--- config.mk ---
export PLATFORM = sky130hd
export DESIGN_NAME = sentence_checksum_receiver_core
export DESIGN_NICKNAME = d
export VERILOG_FILES = /design/src/rtl/scrx_pkg.sv /design/src/rtl/scrx_front.sv /design/src/rtl/scrx_fifo.sv /design/src/rtl/scrx_back.sv /design/src/rtl/sentence_checksum_receiver_core.sv
export SDC_FILE = /design/constraint.sdc
export NUM_CORES = 1
export LEC_CHECK = 0
export ABC_CLOCK_PERIOD_IN_PS = 10780
export CAP_MARGIN = 30
export CORE_UTILIZATION = 69
export DETAILED_ROUTE_END_ITERATION = 6
export DONT_BUFFER_PORTS = 1
export HOLD_SLACK_MARGIN = 0.06
export PLACE_DENSITY = 0.85
export SLEW_MARGIN = 20
export SYNTH_ARGS = -nofsm -noshare
export SYNTH_HDL_FRONTEND = slang
export SYNTH_HIERARCHICAL = 1
export SYNTH_SLANG_ARGS = --single-unit
export TNS_END_PERCENT = 20
--- constraint.sdc ---
create_clock -name clk -period 10.78 [get_ports clk]
set_input_delay 0.539 -clock clk [delete_from_list [all_inputs] [get_ports clk]]
set_output_delay 0.539 -clock clk [all_outputs]
set_load 0.01 [all_outputs]
--- src/rtl/scrx_pkg.sv ---
// ----------------------------------------------------------------------------
// Sentence checksum receiver package
// Line kinds, prefix patterns, hex decoding and the per-line record type.
// ----------------------------------------------------------------------------
package scrx_pkg;

  typedef enum logic [2:0] {
    KIND_SHORT  = 3'd0,
    KIND_PEER   = 3'd1,
    KIND_WPT    = 3'd2,
    KIND_VER    = 3'd3,
    KIND_UNABLE = 3'd4,
    KIND_END    = 3'd5,
    KIND_OTHER  = 3'd6
  } line_kind_t;

  // Prefix flag bit positions
  localparam int unsigned PatCsm    = 0;
  localparam int unsigned PatWpt    = 1;
  localparam int unsigned PatVer    = 2;
  localparam int unsigned PatUnable = 3;
  localparam int unsigned PatEnd    = 4;
  localparam int unsigned NumPats   = 5;
  localparam int unsigned PatWidth  = 15;

  localparam logic [7:0] PeerStart = 8'd9;
  localparam logic [7:0] ShortLen  = 8'd5;
  localparam logic [7:0] NewLine   = 8'h0A;

  // Patterns padded to PatWidth characters; the length guards the padding.
  localparam logic [8*PatWidth-1:0] PatTxtCsm    = "$PMGNCSM,      ";
  localparam logic [8*PatWidth-1:0] PatTxtWpt    = "$PMGNWP        ";
  localparam logic [8*PatWidth-1:0] PatTxtVer    = "$PMGNVER,      ";
  localparam logic [8*PatWidth-1:0] PatTxtUnable = "$PMGNCMD,UNABLE";
  localparam logic [8*PatWidth-1:0] PatTxtEnd    = "$PMGNCMD,END   ";

  localparam logic [7:0] PatLen [NumPats] = '{8'd9, 8'd7, 8'd9, 8'd15, 8'd12};

  typedef struct packed {
    logic                 short_line;
    logic [NumPats-1:0]   flags;
    logic [7:0]           c1;
    logic [7:0]           c0;
    logic [7:0]           csum;
    logic [7:0]           peer;
  } line_rec_t;

  function automatic logic [7:0] pat_char(input logic [2:0] sel, input logic [3:0] pos);
    logic [8*PatWidth-1:0] txt;
    txt = PatTxtCsm;
    case (sel)
      3'd1:    txt = PatTxtWpt;
      3'd2:    txt = PatTxtVer;
      3'd3:    txt = PatTxtUnable;
      3'd4:    txt = PatTxtEnd;
      default: txt = PatTxtCsm;
    endcase
    return txt[8*(PatWidth-1-int'(pos)) +: 8];
  endfunction

  // Bit 4 set: not a hex digit.
  function automatic logic [4:0] hex_digit(input logic [7:0] c);
    logic [7:0] d;
    d = 8'h00;
    if (c >= 8'h30 && c <= 8'h39) begin
      d = c - 8'h30;
      return {1'b0, d[3:0]};
    end
    if (c >= 8'h41 && c <= 8'h46) begin
      d = c - 8'h37;
      return {1'b0, d[3:0]};
    end
    if (c >= 8'h61 && c <= 8'h66) begin
      d = c - 8'h57;
      return {1'b0, d[3:0]};
    end
    return 5'h10;
  endfunction

endpackage

--- src/rtl/scrx_front.sv ---
// ----------------------------------------------------------------------------
// Sentence checksum receiver: front end
// Tracks one line byte by byte and emits a line record at its end.
// ----------------------------------------------------------------------------
module scrx_front #(
  parameter int LINE_MAX = 199
) (
  input  logic                clk,
  input  logic                rst_n,
  input  logic                byte_accept,
  input  logic [7:0]          rx_byte,
  output logic                rec_push,
  output scrx_pkg::line_rec_t rec
);

  localparam logic [7:0] LineMaxC = 8'(LINE_MAX);

  logic [7:0]                   count_r, count_nxt;
  logic [7:0]                   xor_r, xor_nxt;
  logic [7:0]                   r1_r, r2_r;
  logic [7:0]                   c1_r, c1_nxt, c0_r, c0_nxt;
  logic [7:0]                   adj_r, adj_nxt;
  logic [scrx_pkg::NumPats-1:0] flags_r, flags_nxt;
  logic [7:0]                   peer_r, peer_nxt;
  logic                         run_r, run_nxt;
  logic [4:0]                   hd;
  logic [7:0]                   s;
  logic                         line_end;

  always_comb begin
    flags_nxt = flags_r;
    for (int j = 0; j < scrx_pkg::NumPats; j++) begin
      if (count_r < scrx_pkg::PatLen[j] &&
          scrx_pkg::pat_char(3'(j), count_r[3:0]) != rx_byte) begin
        flags_nxt[j] = 1'b0;
      end
    end

    hd       = scrx_pkg::hex_digit(rx_byte);
    peer_nxt = peer_r;
    run_nxt  = run_r;
    if (count_r >= scrx_pkg::PeerStart && run_r) begin
      if (!hd[4]) peer_nxt = {peer_r[3:0], hd[3:0]};
      else        run_nxt  = 1'b0;
    end

    // Latch the sum that excludes the last three bytes at each printable byte
    s = xor_r;
    if (count_r >= 8'd2) s = s ^ r1_r;
    if (count_r >= 8'd3) s = s ^ r2_r;
    adj_nxt = adj_r;
    c1_nxt  = c1_r;
    c0_nxt  = c0_r;
    if (rx_byte >= 8'h20 && rx_byte <= 8'h7E) begin
      adj_nxt = s;
      c1_nxt  = r1_r;
      c0_nxt  = rx_byte;
    end

    xor_nxt   = (count_r >= 8'd1) ? (xor_r ^ rx_byte) : xor_r;
    count_nxt = count_r + 8'd1;
    line_end  = (rx_byte == scrx_pkg::NewLine) || (count_nxt >= LineMaxC);
  end

  assign rec_push       = byte_accept && line_end;
  assign rec.short_line = count_nxt < scrx_pkg::ShortLen;
  assign rec.flags      = flags_nxt;
  assign rec.c1         = c1_nxt;
  assign rec.c0         = c0_nxt;
  assign rec.csum       = adj_nxt;
  assign rec.peer       = peer_nxt;

  always_ff @(posedge clk) begin
    if (!rst_n || rec_push) begin
      count_r <= '0;
      xor_r   <= '0;
      r1_r    <= '0;
      r2_r    <= '0;
      c1_r    <= '0;
      c0_r    <= '0;
      adj_r   <= '0;
      flags_r <= '1;
      peer_r  <= '0;
      run_r   <= 1'b1;
    end else if (byte_accept) begin
      count_r <= count_nxt;
      xor_r   <= xor_nxt;
      r1_r    <= rx_byte;
      r2_r    <= r1_r;
      c1_r    <= c1_nxt;
      c0_r    <= c0_nxt;
      adj_r   <= adj_nxt;
      flags_r <= flags_nxt;
      peer_r  <= peer_nxt;
      run_r   <= run_nxt;
    end
  end

endmodule

--- src/rtl/scrx_fifo.sv ---
// ----------------------------------------------------------------------------
// Sentence checksum receiver: line record queue
// Two-entry queue between front end and back end.
// ----------------------------------------------------------------------------
module scrx_fifo (
  input  logic                clk,
  input  logic                rst_n,
  input  logic                push,
  input  scrx_pkg::line_rec_t push_data,
  input  logic                pop,
  output scrx_pkg::line_rec_t pop_data,
  output logic                full,
  output logic                empty
);

  scrx_pkg::line_rec_t mem_r [2];
  logic                wr_ptr_r, rd_ptr_r;
  logic [1:0]          cnt_r;

  assign full     = cnt_r == 2'd2;
  assign empty    = cnt_r == 2'd0;
  assign pop_data = mem_r[rd_ptr_r];

  always_ff @(posedge clk) begin
    if (push) mem_r[wr_ptr_r] <= push_data;
  end

  always_ff @(posedge clk) begin
    if (!rst_n) begin
      wr_ptr_r <= 1'b0;
      rd_ptr_r <= 1'b0;
      cnt_r    <= 2'd0;
    end else begin
      if (push) wr_ptr_r <= ~wr_ptr_r;
      if (pop)  rd_ptr_r <= ~rd_ptr_r;
      case ({push, pop})
        2'b10:   cnt_r <= cnt_r + 2'd1;
        2'b01:   cnt_r <= cnt_r - 2'd1;
        default: cnt_r <= cnt_r;
      endcase
    end
  end

endmodule

--- src/rtl/scrx_back.sv ---
// ----------------------------------------------------------------------------
// Sentence checksum receiver: back end
// Judges one line record, updates the link flags and registers the result.
// ----------------------------------------------------------------------------
module scrx_back (
  input  logic                clk,
  input  logic                rst_n,
  input  logic                ack_enable,
  input  logic                rec_avail,
  input  scrx_pkg::line_rec_t rec,
  output logic                rec_pop,
  input  logic                out_ready,
  output logic                out_valid,
  output logic [2:0]          out_line_kind,
  output logic                out_checksum_ok,
  output logic [7:0]          out_received_sum,
  output logic [7:0]          out_computed_sum,
  output logic                out_send_ack,
  output logic [7:0]          out_peer_ack_value,
  output logic                out_link_done,
  output logic                out_link_error,
  output logic                out_fatal_bad_link
);

  logic                 valid_r;
  scrx_pkg::line_kind_t kind_r, kind_nxt;
  logic                 ok_r, ok_nxt, ack_r, ack_nxt;
  logic [7:0]           rsum_r, rsum_nxt, csum_r, csum_nxt;
  logic                 ver_r, ver_nxt, done_r, done_nxt, err_r, err_nxt;
  logic                 fatal_r, fatal_nxt;
  logic [7:0]           peer_r, peer_nxt;
  logic [4:0]           h1, h0;
  logic [7:0]           rsum;

  assign rec_pop = rec_avail && (!valid_r || out_ready);

  always_comb begin
    h1   = scrx_pkg::hex_digit(rec.c1);
    h0   = scrx_pkg::hex_digit(rec.c0);
    rsum = 8'h00;
    if (!h1[4]) rsum = h0[4] ? {4'h0, h1[3:0]} : {h1[3:0], h0[3:0]};

    kind_nxt  = scrx_pkg::KIND_SHORT;
    ok_nxt    = 1'b0;
    ack_nxt   = 1'b0;
    rsum_nxt  = 8'h00;
    csum_nxt  = 8'h00;
    ver_nxt   = ver_r;
    done_nxt  = done_r;
    err_nxt   = err_r;
    fatal_nxt = fatal_r;
    peer_nxt  = peer_r;

    if (!rec.short_line) begin
      rsum_nxt = rsum;
      csum_nxt = rec.csum;
      ok_nxt   = rsum == rec.csum;
      err_nxt  = 1'b0;
      if (!ok_nxt && !ver_r) fatal_nxt = 1'b1;
      if (rec.flags[scrx_pkg::PatCsm]) begin
        peer_nxt = rec.peer;
        kind_nxt = scrx_pkg::KIND_PEER;
      end else if (rec.flags[scrx_pkg::PatWpt]) begin
        kind_nxt = scrx_pkg::KIND_WPT;
        ack_nxt  = ack_enable;
      end else if (rec.flags[scrx_pkg::PatVer]) begin
        ver_nxt  = 1'b1;
        kind_nxt = scrx_pkg::KIND_VER;
      end else if (rec.flags[scrx_pkg::PatUnable]) begin
        done_nxt = 1'b1;
        err_nxt  = 1'b1;
        kind_nxt = scrx_pkg::KIND_UNABLE;
      end else if (rec.flags[scrx_pkg::PatEnd]) begin
        done_nxt = 1'b1;
        kind_nxt = scrx_pkg::KIND_END;
      end else begin
        kind_nxt = scrx_pkg::KIND_OTHER;
        ack_nxt  = ack_enable;
      end
    end
  end

  always_ff @(posedge clk) begin
    if (!rst_n) begin
      valid_r <= 1'b0;
      ver_r   <= 1'b0;
      done_r  <= 1'b0;
      err_r   <= 1'b0;
      fatal_r <= 1'b0;
      peer_r  <= 8'h00;
    end else begin
      if (rec_pop) begin
        valid_r <= 1'b1;
        ver_r   <= ver_nxt;
        done_r  <= done_nxt;
        err_r   <= err_nxt;
        fatal_r <= fatal_nxt;
        peer_r  <= peer_nxt;
      end else if (out_ready) begin
        valid_r <= 1'b0;
      end
    end
  end

  always_ff @(posedge clk) begin
    if (rec_pop) begin
      kind_r <= kind_nxt;
      ok_r   <= ok_nxt;
      ack_r  <= ack_nxt;
      rsum_r <= rsum_nxt;
      csum_r <= csum_nxt;
    end
  end

  assign out_valid          = valid_r;
  assign out_line_kind      = kind_r;
  assign out_checksum_ok    = ok_r;
  assign out_received_sum   = rsum_r;
  assign out_computed_sum   = csum_r;
  assign out_send_ack       = ack_r;
  assign out_peer_ack_value = peer_r;
  assign out_link_done      = done_r;
  assign out_link_error     = err_r;
  assign out_fatal_bad_link = fatal_r;

endmodule

--- src/rtl/sentence_checksum_receiver_core.sv ---
// ----------------------------------------------------------------------------
// Sentence checksum receiver core
// Judges received text lines by trailing hex checksum and prefix.
// ----------------------------------------------------------------------------
// Takes one received byte per clock. Each line ends at a newline or at
// LINE_MAX bytes and yields one result request; other bytes yield none.
// The front end folds each byte into the running XOR, tail and prefix
// registers, a two-entry line queue decouples it from the back end, and the
// back end judges one line per cycle into an output register unless out_ready
// holds back the result. Input stalls only when the line queue is full while
// results are held back by out_ready.
module sentence_checksum_receiver_core #(
  parameter int LINE_MAX = 199
) (
  input  logic       clk,
  input  logic       rst_n,
  input  logic       in_valid,
  output logic       in_ready,
  input  logic [7:0] in_rx_byte,
  output logic       out_valid,
  input  logic       out_ready,
  output logic [2:0] out_line_kind,
  output logic       out_checksum_ok,
  output logic [7:0] out_received_sum,
  output logic [7:0] out_computed_sum,
  output logic       out_send_ack,
  output logic [7:0] out_peer_ack_value,
  output logic       out_link_done,
  output logic       out_link_error,
  output logic       out_fatal_bad_link,
  input  logic       cfg_valid,
  output logic       cfg_ready,
  input  logic       cfg_ack_enable
);

  logic                ack_enable_r;
  logic                rec_push, rec_pop, q_full, q_empty;
  scrx_pkg::line_rec_t rec_in, rec_out;

  assign cfg_ready = 1'b1;

  always_ff @(posedge clk) begin
    if (!rst_n) begin
      ack_enable_r <= 1'b1;
    end else if (cfg_valid) begin
      ack_enable_r <= cfg_ack_enable;
    end
  end

  assign in_ready = !q_full;

  scrx_front #(
    .LINE_MAX (LINE_MAX)
  ) u_front (
    .clk         (clk),
    .rst_n       (rst_n),
    .byte_accept (in_valid && in_ready),
    .rx_byte     (in_rx_byte),
    .rec_push    (rec_push),
    .rec         (rec_in)
  );

  scrx_fifo u_fifo (
    .clk       (clk),
    .rst_n     (rst_n),
    .push      (rec_push),
    .push_data (rec_in),
    .pop       (rec_pop),
    .pop_data  (rec_out),
    .full      (q_full),
    .empty     (q_empty)
  );

  scrx_back u_back (
    .clk                (clk),
    .rst_n              (rst_n),
    .ack_enable         (ack_enable_r),
    .rec_avail          (!q_empty),
    .rec                (rec_out),
    .rec_pop            (rec_pop),
    .out_ready          (out_ready),
    .out_valid          (out_valid),
    .out_line_kind      (out_line_kind),
    .out_checksum_ok    (out_checksum_ok),
    .out_received_sum   (out_received_sum),
    .out_computed_sum   (out_computed_sum),
    .out_send_ack       (out_send_ack),
    .out_peer_ack_value (out_peer_ack_value),
    .out_link_done      (out_link_done),
    .out_link_error     (out_link_error),
    .out_fatal_bad_link (out_fatal_bad_link)
  );

endmodule

==> reports/metrics.cfg, run 1 <==
[layout]
area_delta_synth_final_pct=6.21
largest_reg_flops=76
multi_input_area_um2=5410
regMostFlops=u_fifo/mem_r
final_layout_size_suffix_gt1_frac=0.145
num-fill-cells=954
diodes=0
seq_area_um2=4690
nets=1054

[floorplan]
die_area_um2=15900
rows=44
design.portCount=49
initial_core_util=0.718
core_area_um2=14800
fp.dieH_um=126
die_x_um=126

[job]
cap_violations=0

[pwr]
total_power_w=0.00210
powerDensity_nw_per_um2=187
p_leak_nw=4.00
ir_worst_vdd_mv=0.128

[placed_design]
place_ws_ns=6.76
dp_hpwl_mm=15.6
io_buffers=0
routabilityCongestion=0.962

[critical_path]
critical_path_required_ns=10.88
criticalPathCategory=reg2reg
reg2reg_depth=9
worst_setup_path_end_kind=flop
worstReg2RegStart=u_front/count_r[1]
start_kind=flop
r2r-end=u_fifo/mem_r[1][33]
arrival_ns=4.23
worstPathMaxFanout=47
r2r_slack_ns=6.64

[clocking]
cts.clk_slew.worst_paths_ns=0.07
clockBufferDepth=2
numCtsBuffers=17
clock_latency_ns=0.44
cts.sinks=186
cts_tree=done
cts_resized=0
postCtsSetupBuffers=0
holdBufCountCts=0
cts-root-buf=clkbuf_16
h-tree-depth=4

[sta]
tns_ns=0
relSlewSlack=0.414
hold_viol=0
post-route-min-period_ns=4.14
slew_violations=0
finalCritPeriodShare=0.384
fmaxAchievable_ghz=0.242
skew_ns=0.00855
setup_ws_ns=6.64
tightest_slew_ns=0.879
setup_violations=0
hold_ws_ns=0.170
rsz0062_at_grt=false

[grt]
grt_max_degree=65
grt_pass1_vias=7739
antenna_found_initial=0
groute.usage.overall=0.320
grt_overflow=0
grt_pass1_wl_mm=39.6

[hold_path]
whs_path_depth=1
min_path_type=in2reg
hold_end=ack_enable_r
min_from=rst_n

[routing]
wl_per_cell_um=20.1
routed_wirelength_mm=24.6
viasPerCell=6.68
ant_nets=0
drt-initial-drc-count=917
num_vias=8151
firstDrtPassIters=5
drc=0

[yosys]
synth_ff_type=edfxtp_1
syn-num-nets=1097
yosysSeqAreaShare=0.443
synthCells=1067
syn-cell-area_um2=10600
async_flop_share=0
yosysUniqueCellTypes=101
synth_area_per_cell_um2=9.93
synth_edf_count=97
ys_warn_count=6
ys_ff_latch=186

[run_status]
outcome=complete, no violations

-- how the worst max path moves through the flow --
stage / slack, ns / start / endpoint / cells after the start
after global placement: 6.59 / u_front/count_r[0] / u_fifo/mem_r[0][34] / 10
after global routing: 6.39 / u_front/count_r[1] / u_fifo/mem_r[1][17] / 9
after floorplan: 6.87 / u_front/count_r[1] / u_fifo/mem_r[0][0] / 10
final: 6.64 / u_front/count_r[1] / u_fifo/mem_r[1][33] / 9
after CTS: 6.73 / u_front/count_r[1] / u_fifo/mem_r[1][17] / 9
after detailed placement: 6.76 / u_front/count_r[1] / u_fifo/mem_r[1][30] / 9
-- synth_stat cells, types with 7 or more instances --
master	n	area [µm²]
nand2_1	64	240
and2_1	17	106
ha_1	16	200
a211oi_1	13	97.6
a21boi_0	7	52.6
nor2b_1	21	131
xnor2_1	33	289
nor2_1	115	432
o21ai_0	23	115
nand2b_1	12	75.1
o21ai_1	9	45.0
nor4_1	7	43.8
dfxtp_1	89	1780
a21oi_1	56	280
a31oi_1	9	56.3
mux2_2	55	619
mux2i_1	35	350
inv_1	29	109
clkbuf_1	31	116
o21a_1	10	75.1
buf_4	8	60.1
nor3_1	20	100
buf_2	26	130
xor2_1	26	228
a22oi_1	14	105
edfxtp_1	97	2910
nand3_1	43	215
a21o_1	7	52.6
a211o_1	11	96.3
-- cell type report --
cell class,instances,share of cell area
sequential,186,0.417
tap,184,0.0205
clock inverter,15,0.0210
multi-input combinational,771,0.481
timing repair buffer,13,0.0111
clock buffer,17,0.0378
inverter,35,0.0117
-- report_power, final --
group          total, W  internal (W)  switching [W]
Combinational  0.000554      0.000223       0.000331
Sequential     0.000856      0.000813      0.0000425
Clock          0.000696      0.000417       0.000279
-- per-layer routing --
layer  routed length (µm)  global-route usage  vias to the layer above
met5                    0                   0                        -
met4                  646               0.124                        0
met3                 1930              0.0709                       70
met2                11600               0.524                      451
met1                10400               0.414                     3847
li1                     -                   -                     3783
-- placed cells by master, fill, tap and decap left out, drive strengths merged, types with 16 or more instances in the layout --
cell and count:
a21oi 58, inv 36, dfxtp 89, mux2i 35
and2 19, nand2 65, nor2b 24, xnor2 33
nor3 22, nand3 44, mux2 55, edfxtp 97
clkbuf 17, xor2 27, o21ai 34, ha 16
nor2 115
-- worst max-delay path: stages (launching register included) --
cell and delay [ns]:
dfxtp_1 0.67, buf_4 0.31, ha_1 0.17, buf_4 0.39, xor2_2 0.45, nand2_1 0.10, a221o_1 0.40, a21oi_1 0.24
and2_1 0.55, buf_4 0.47
-- per-stage QoR --
stage               instances   util  area [µm²]
finish                   1221  0.763       11300
global route             1221  0.763       11300
CTS                      1221  0.763       11300
detailed placement       1189  0.718       10600
global placement         1187  0.715       10600
floorplan                1067      -       10600
-- logic make-up after synthesis --
kind of cell | share of synthesized area
compound gates | 0.157
xor+xnor | 0.0524
fa+ha+maj | 0.0189
buf+inv | 0.0491
flops | 0.443
mux | 0.0915
other cells | 0.000354
simple gates | 0.188
No activity file was read; power rests on OpenSTA's default activity.
==> inputs of run 2 (changes only) <==
--- a/config.mk
+++ b/config.mk
@@ -5,13 +5,13 @@
 export SDC_FILE = /design/constraint.sdc
 export NUM_CORES = 1
 export LEC_CHECK = 0
-export ABC_CLOCK_PERIOD_IN_PS = 10780
+export ABC_CLOCK_PERIOD_IN_PS = 3670
 export CAP_MARGIN = 30
-export CORE_UTILIZATION = 69
+export CORE_UTILIZATION = 58
 export DETAILED_ROUTE_END_ITERATION = 6
 export DONT_BUFFER_PORTS = 1
 export HOLD_SLACK_MARGIN = 0.06
-export PLACE_DENSITY = 0.85
+export PLACE_DENSITY = 0.76
 export SLEW_MARGIN = 20
 export SYNTH_ARGS = -nofsm -noshare
 export SYNTH_HDL_FRONTEND = slang
==> constraint.sdc (replaced) <==
create_clock -name clk -period 3.67 [get_ports clk]
set_input_delay 0.1835 -clock clk [delete_from_list [all_inputs] [get_ports clk]]
set_output_delay 0.1835 -clock clk [all_outputs]
set_load 0.01 [all_outputs]
==> run 2 against run 1 <==
Sequential power grew to 3.0 times the previous value. Worst setup slack worse by 6.2 ns. Via count is 1.8% lower. Fmax is 30% higher. Clock power grew to 2.6 times the previous value. Critical path depth stayed put. Largest cell class unchanged. Wire length is 0.90% lower.
==> reports/metrics.cfg, run 2 (same netlist as run 1, synthesis figures left out) <==
[placed_design]
place_ws_ns=0.521
routabilityCongestion=0.968
io_buffers=0
place_inst=1248
dp_hpwl_mm=16.3

[pwr]
p_leak_nw=4.08
seqPwrFrac=0.421
power.switching_w=0.00195
swShare=0.324
powerDensity_nw_per_um2=523
clock_power_share=0.304
ir_worst_vdd_mv=0.402
comb_power_share=0.275
internal-power_w=0.00406

[layout]
diodes=0
instances_no_fill=1291
area_delta_synth_final_pct=8.33
final_layout_size_suffix_gt1_frac=0.153
largest_reg_flops=76
regMostFlops=u_fifo/mem_r
nets=1079
final_common_cell=nor2_1
final_cell_mix=nor2_1 (114), edfxtp_1 (97), dfxtp_1 (89)

[grt]
grt_overflow=0
grt_pass1_wl_mm=39.1
grt_max_degree=53
groute.usage.overall=0.270
antenna_found_initial=1
grt_pass1_vias=7575

[clocking]
clock_latency_ns=0.43
h-tree-depth=4
cts.clk_slew.worst_paths_ns=0.07
numCtsBuffers=17
postCtsSetupBuffers=0
cts.sinks=186
holdBufCountCts=11
cts_tree=done
cts_resized=0
cts-root-buf=clkbuf_16
clockBufferDepth=2

[critical_path]
arrival_ns=3.50
reg2reg_depth=9
path_cells=buf_4 > mux2_2 > nand4bb_4 > a21o_1 > a221oi_2 > a211oi_2 > xor2_1 > a2111o_1 > o41a_1
critical_path_required_ns=3.99
worstPathMaxFanout=18
r2r_slack_ns=0.49
criticalPathCategory=reg2reg
cpMaxStageDelayCell=dfxtp_1
critPathMaxStageDelay_ns=0.50
worst_setup_path_end_kind=flop
start_kind=flop

[routing]
drc=0
num_vias=8002
drt-initial-drc-count=829
viasPerCell=6.20
ant_nets=0
firstDrtPassIters=5
wl_per_cell_um=18.9
routed_wirelength_mm=24.4

[sta]
hold_viol=0
post-route-min-period_ns=3.18
setup_ws_ns=0.490
finalCritPeriodShare=0.866
rsz0062_at_grt=false
fmaxAchievable_ghz=0.314
tns_ns=0
skew_ns=0.00925
tightest_slew_ns=0.808
setup_violations=0
relSlewSlack=0.461
slew_violations=0

[floorplan]
design.portCount=49
initial_core_util=0.590
fp.dieH_um=137
rows=49
core_area_um2=18000
die_x_um=137
die_area_um2=18800

[run_status]
outcome=complete, no violations

[hold_path]
min_from=in_rx_byte[0]
min_path_type=in2reg
whs_path_depth=3

[job]
cap_violations=0

[run 2: metal layers]
metal / vias up / routed length [µm] / GRT usage
met1: 3768 / 10700 / 0.356
met2: 347 / 11500 / 0.440
met5: - / 0 / 0
li1: 3834 / - / -
met3: 53 / 1640 / 0.0478
met4: 0 / 564 / 0.104
[run 2: path summary, 6_finish.rpt]
check,to
max,u_back/out_fatal_bad_link
min,u_front/flags_r[1]
max reg2reg,u_back/out_fatal_bad_link
min reg2reg,u_front/peer_r[7]
[run 2: through the flow]
stage               utilization  cell area, µm²  hold WS (ns)  power [W]
CTS                       0.639           11500        0.0773    0.00601
finish                    0.639           11500        0.0937    0.00601
global route              0.639           11500         0.106    0.00629
detailed placement        0.600           10800         0.257    0.00417
floorplan                     -           10600         0.245    0.00386
global placement          0.600           10800         0.255    0.00414
[run 2: power groups by stage]
stage / clock [W] / sequential [W] / combinational [W]
floorplan: 0 / 0.00254 / 0.00132
global placement: 0 / 0.00256 / 0.00157
detailed placement: 0 / 0.00257 / 0.00160
CTS: 0.00185 / 0.00253 / 0.00163
global route: 0.00194 / 0.00255 / 0.00179
finish: 0.00183 / 0.00253 / 0.00165
[run 2: layout make-up]
| type | count | area, µm² |
|---|---|---|
| clock buffers | 17 | 425 |
| multi-input cells | 771 | 5410 |
| inverters | 35 | 131 |
| well taps | 229 | 287 |
| clock inverters | 15 | 168 |
| flip-flops and latches | 186 | 4690 |
| repair buffers | 38 | 363 |
| fillers | 1423 | 6480 |
[run 2: critical path: cells and delay by family, from the launching register on]
family | cells | cell delay, ns
buf+inv | 1 | 0.32
mux | 1 | 0.40
flops | 1 | 0.50
simple gates | 1 | 0.27
compound gates | 5 | 1.40
xor+xnor | 1 | 0.15
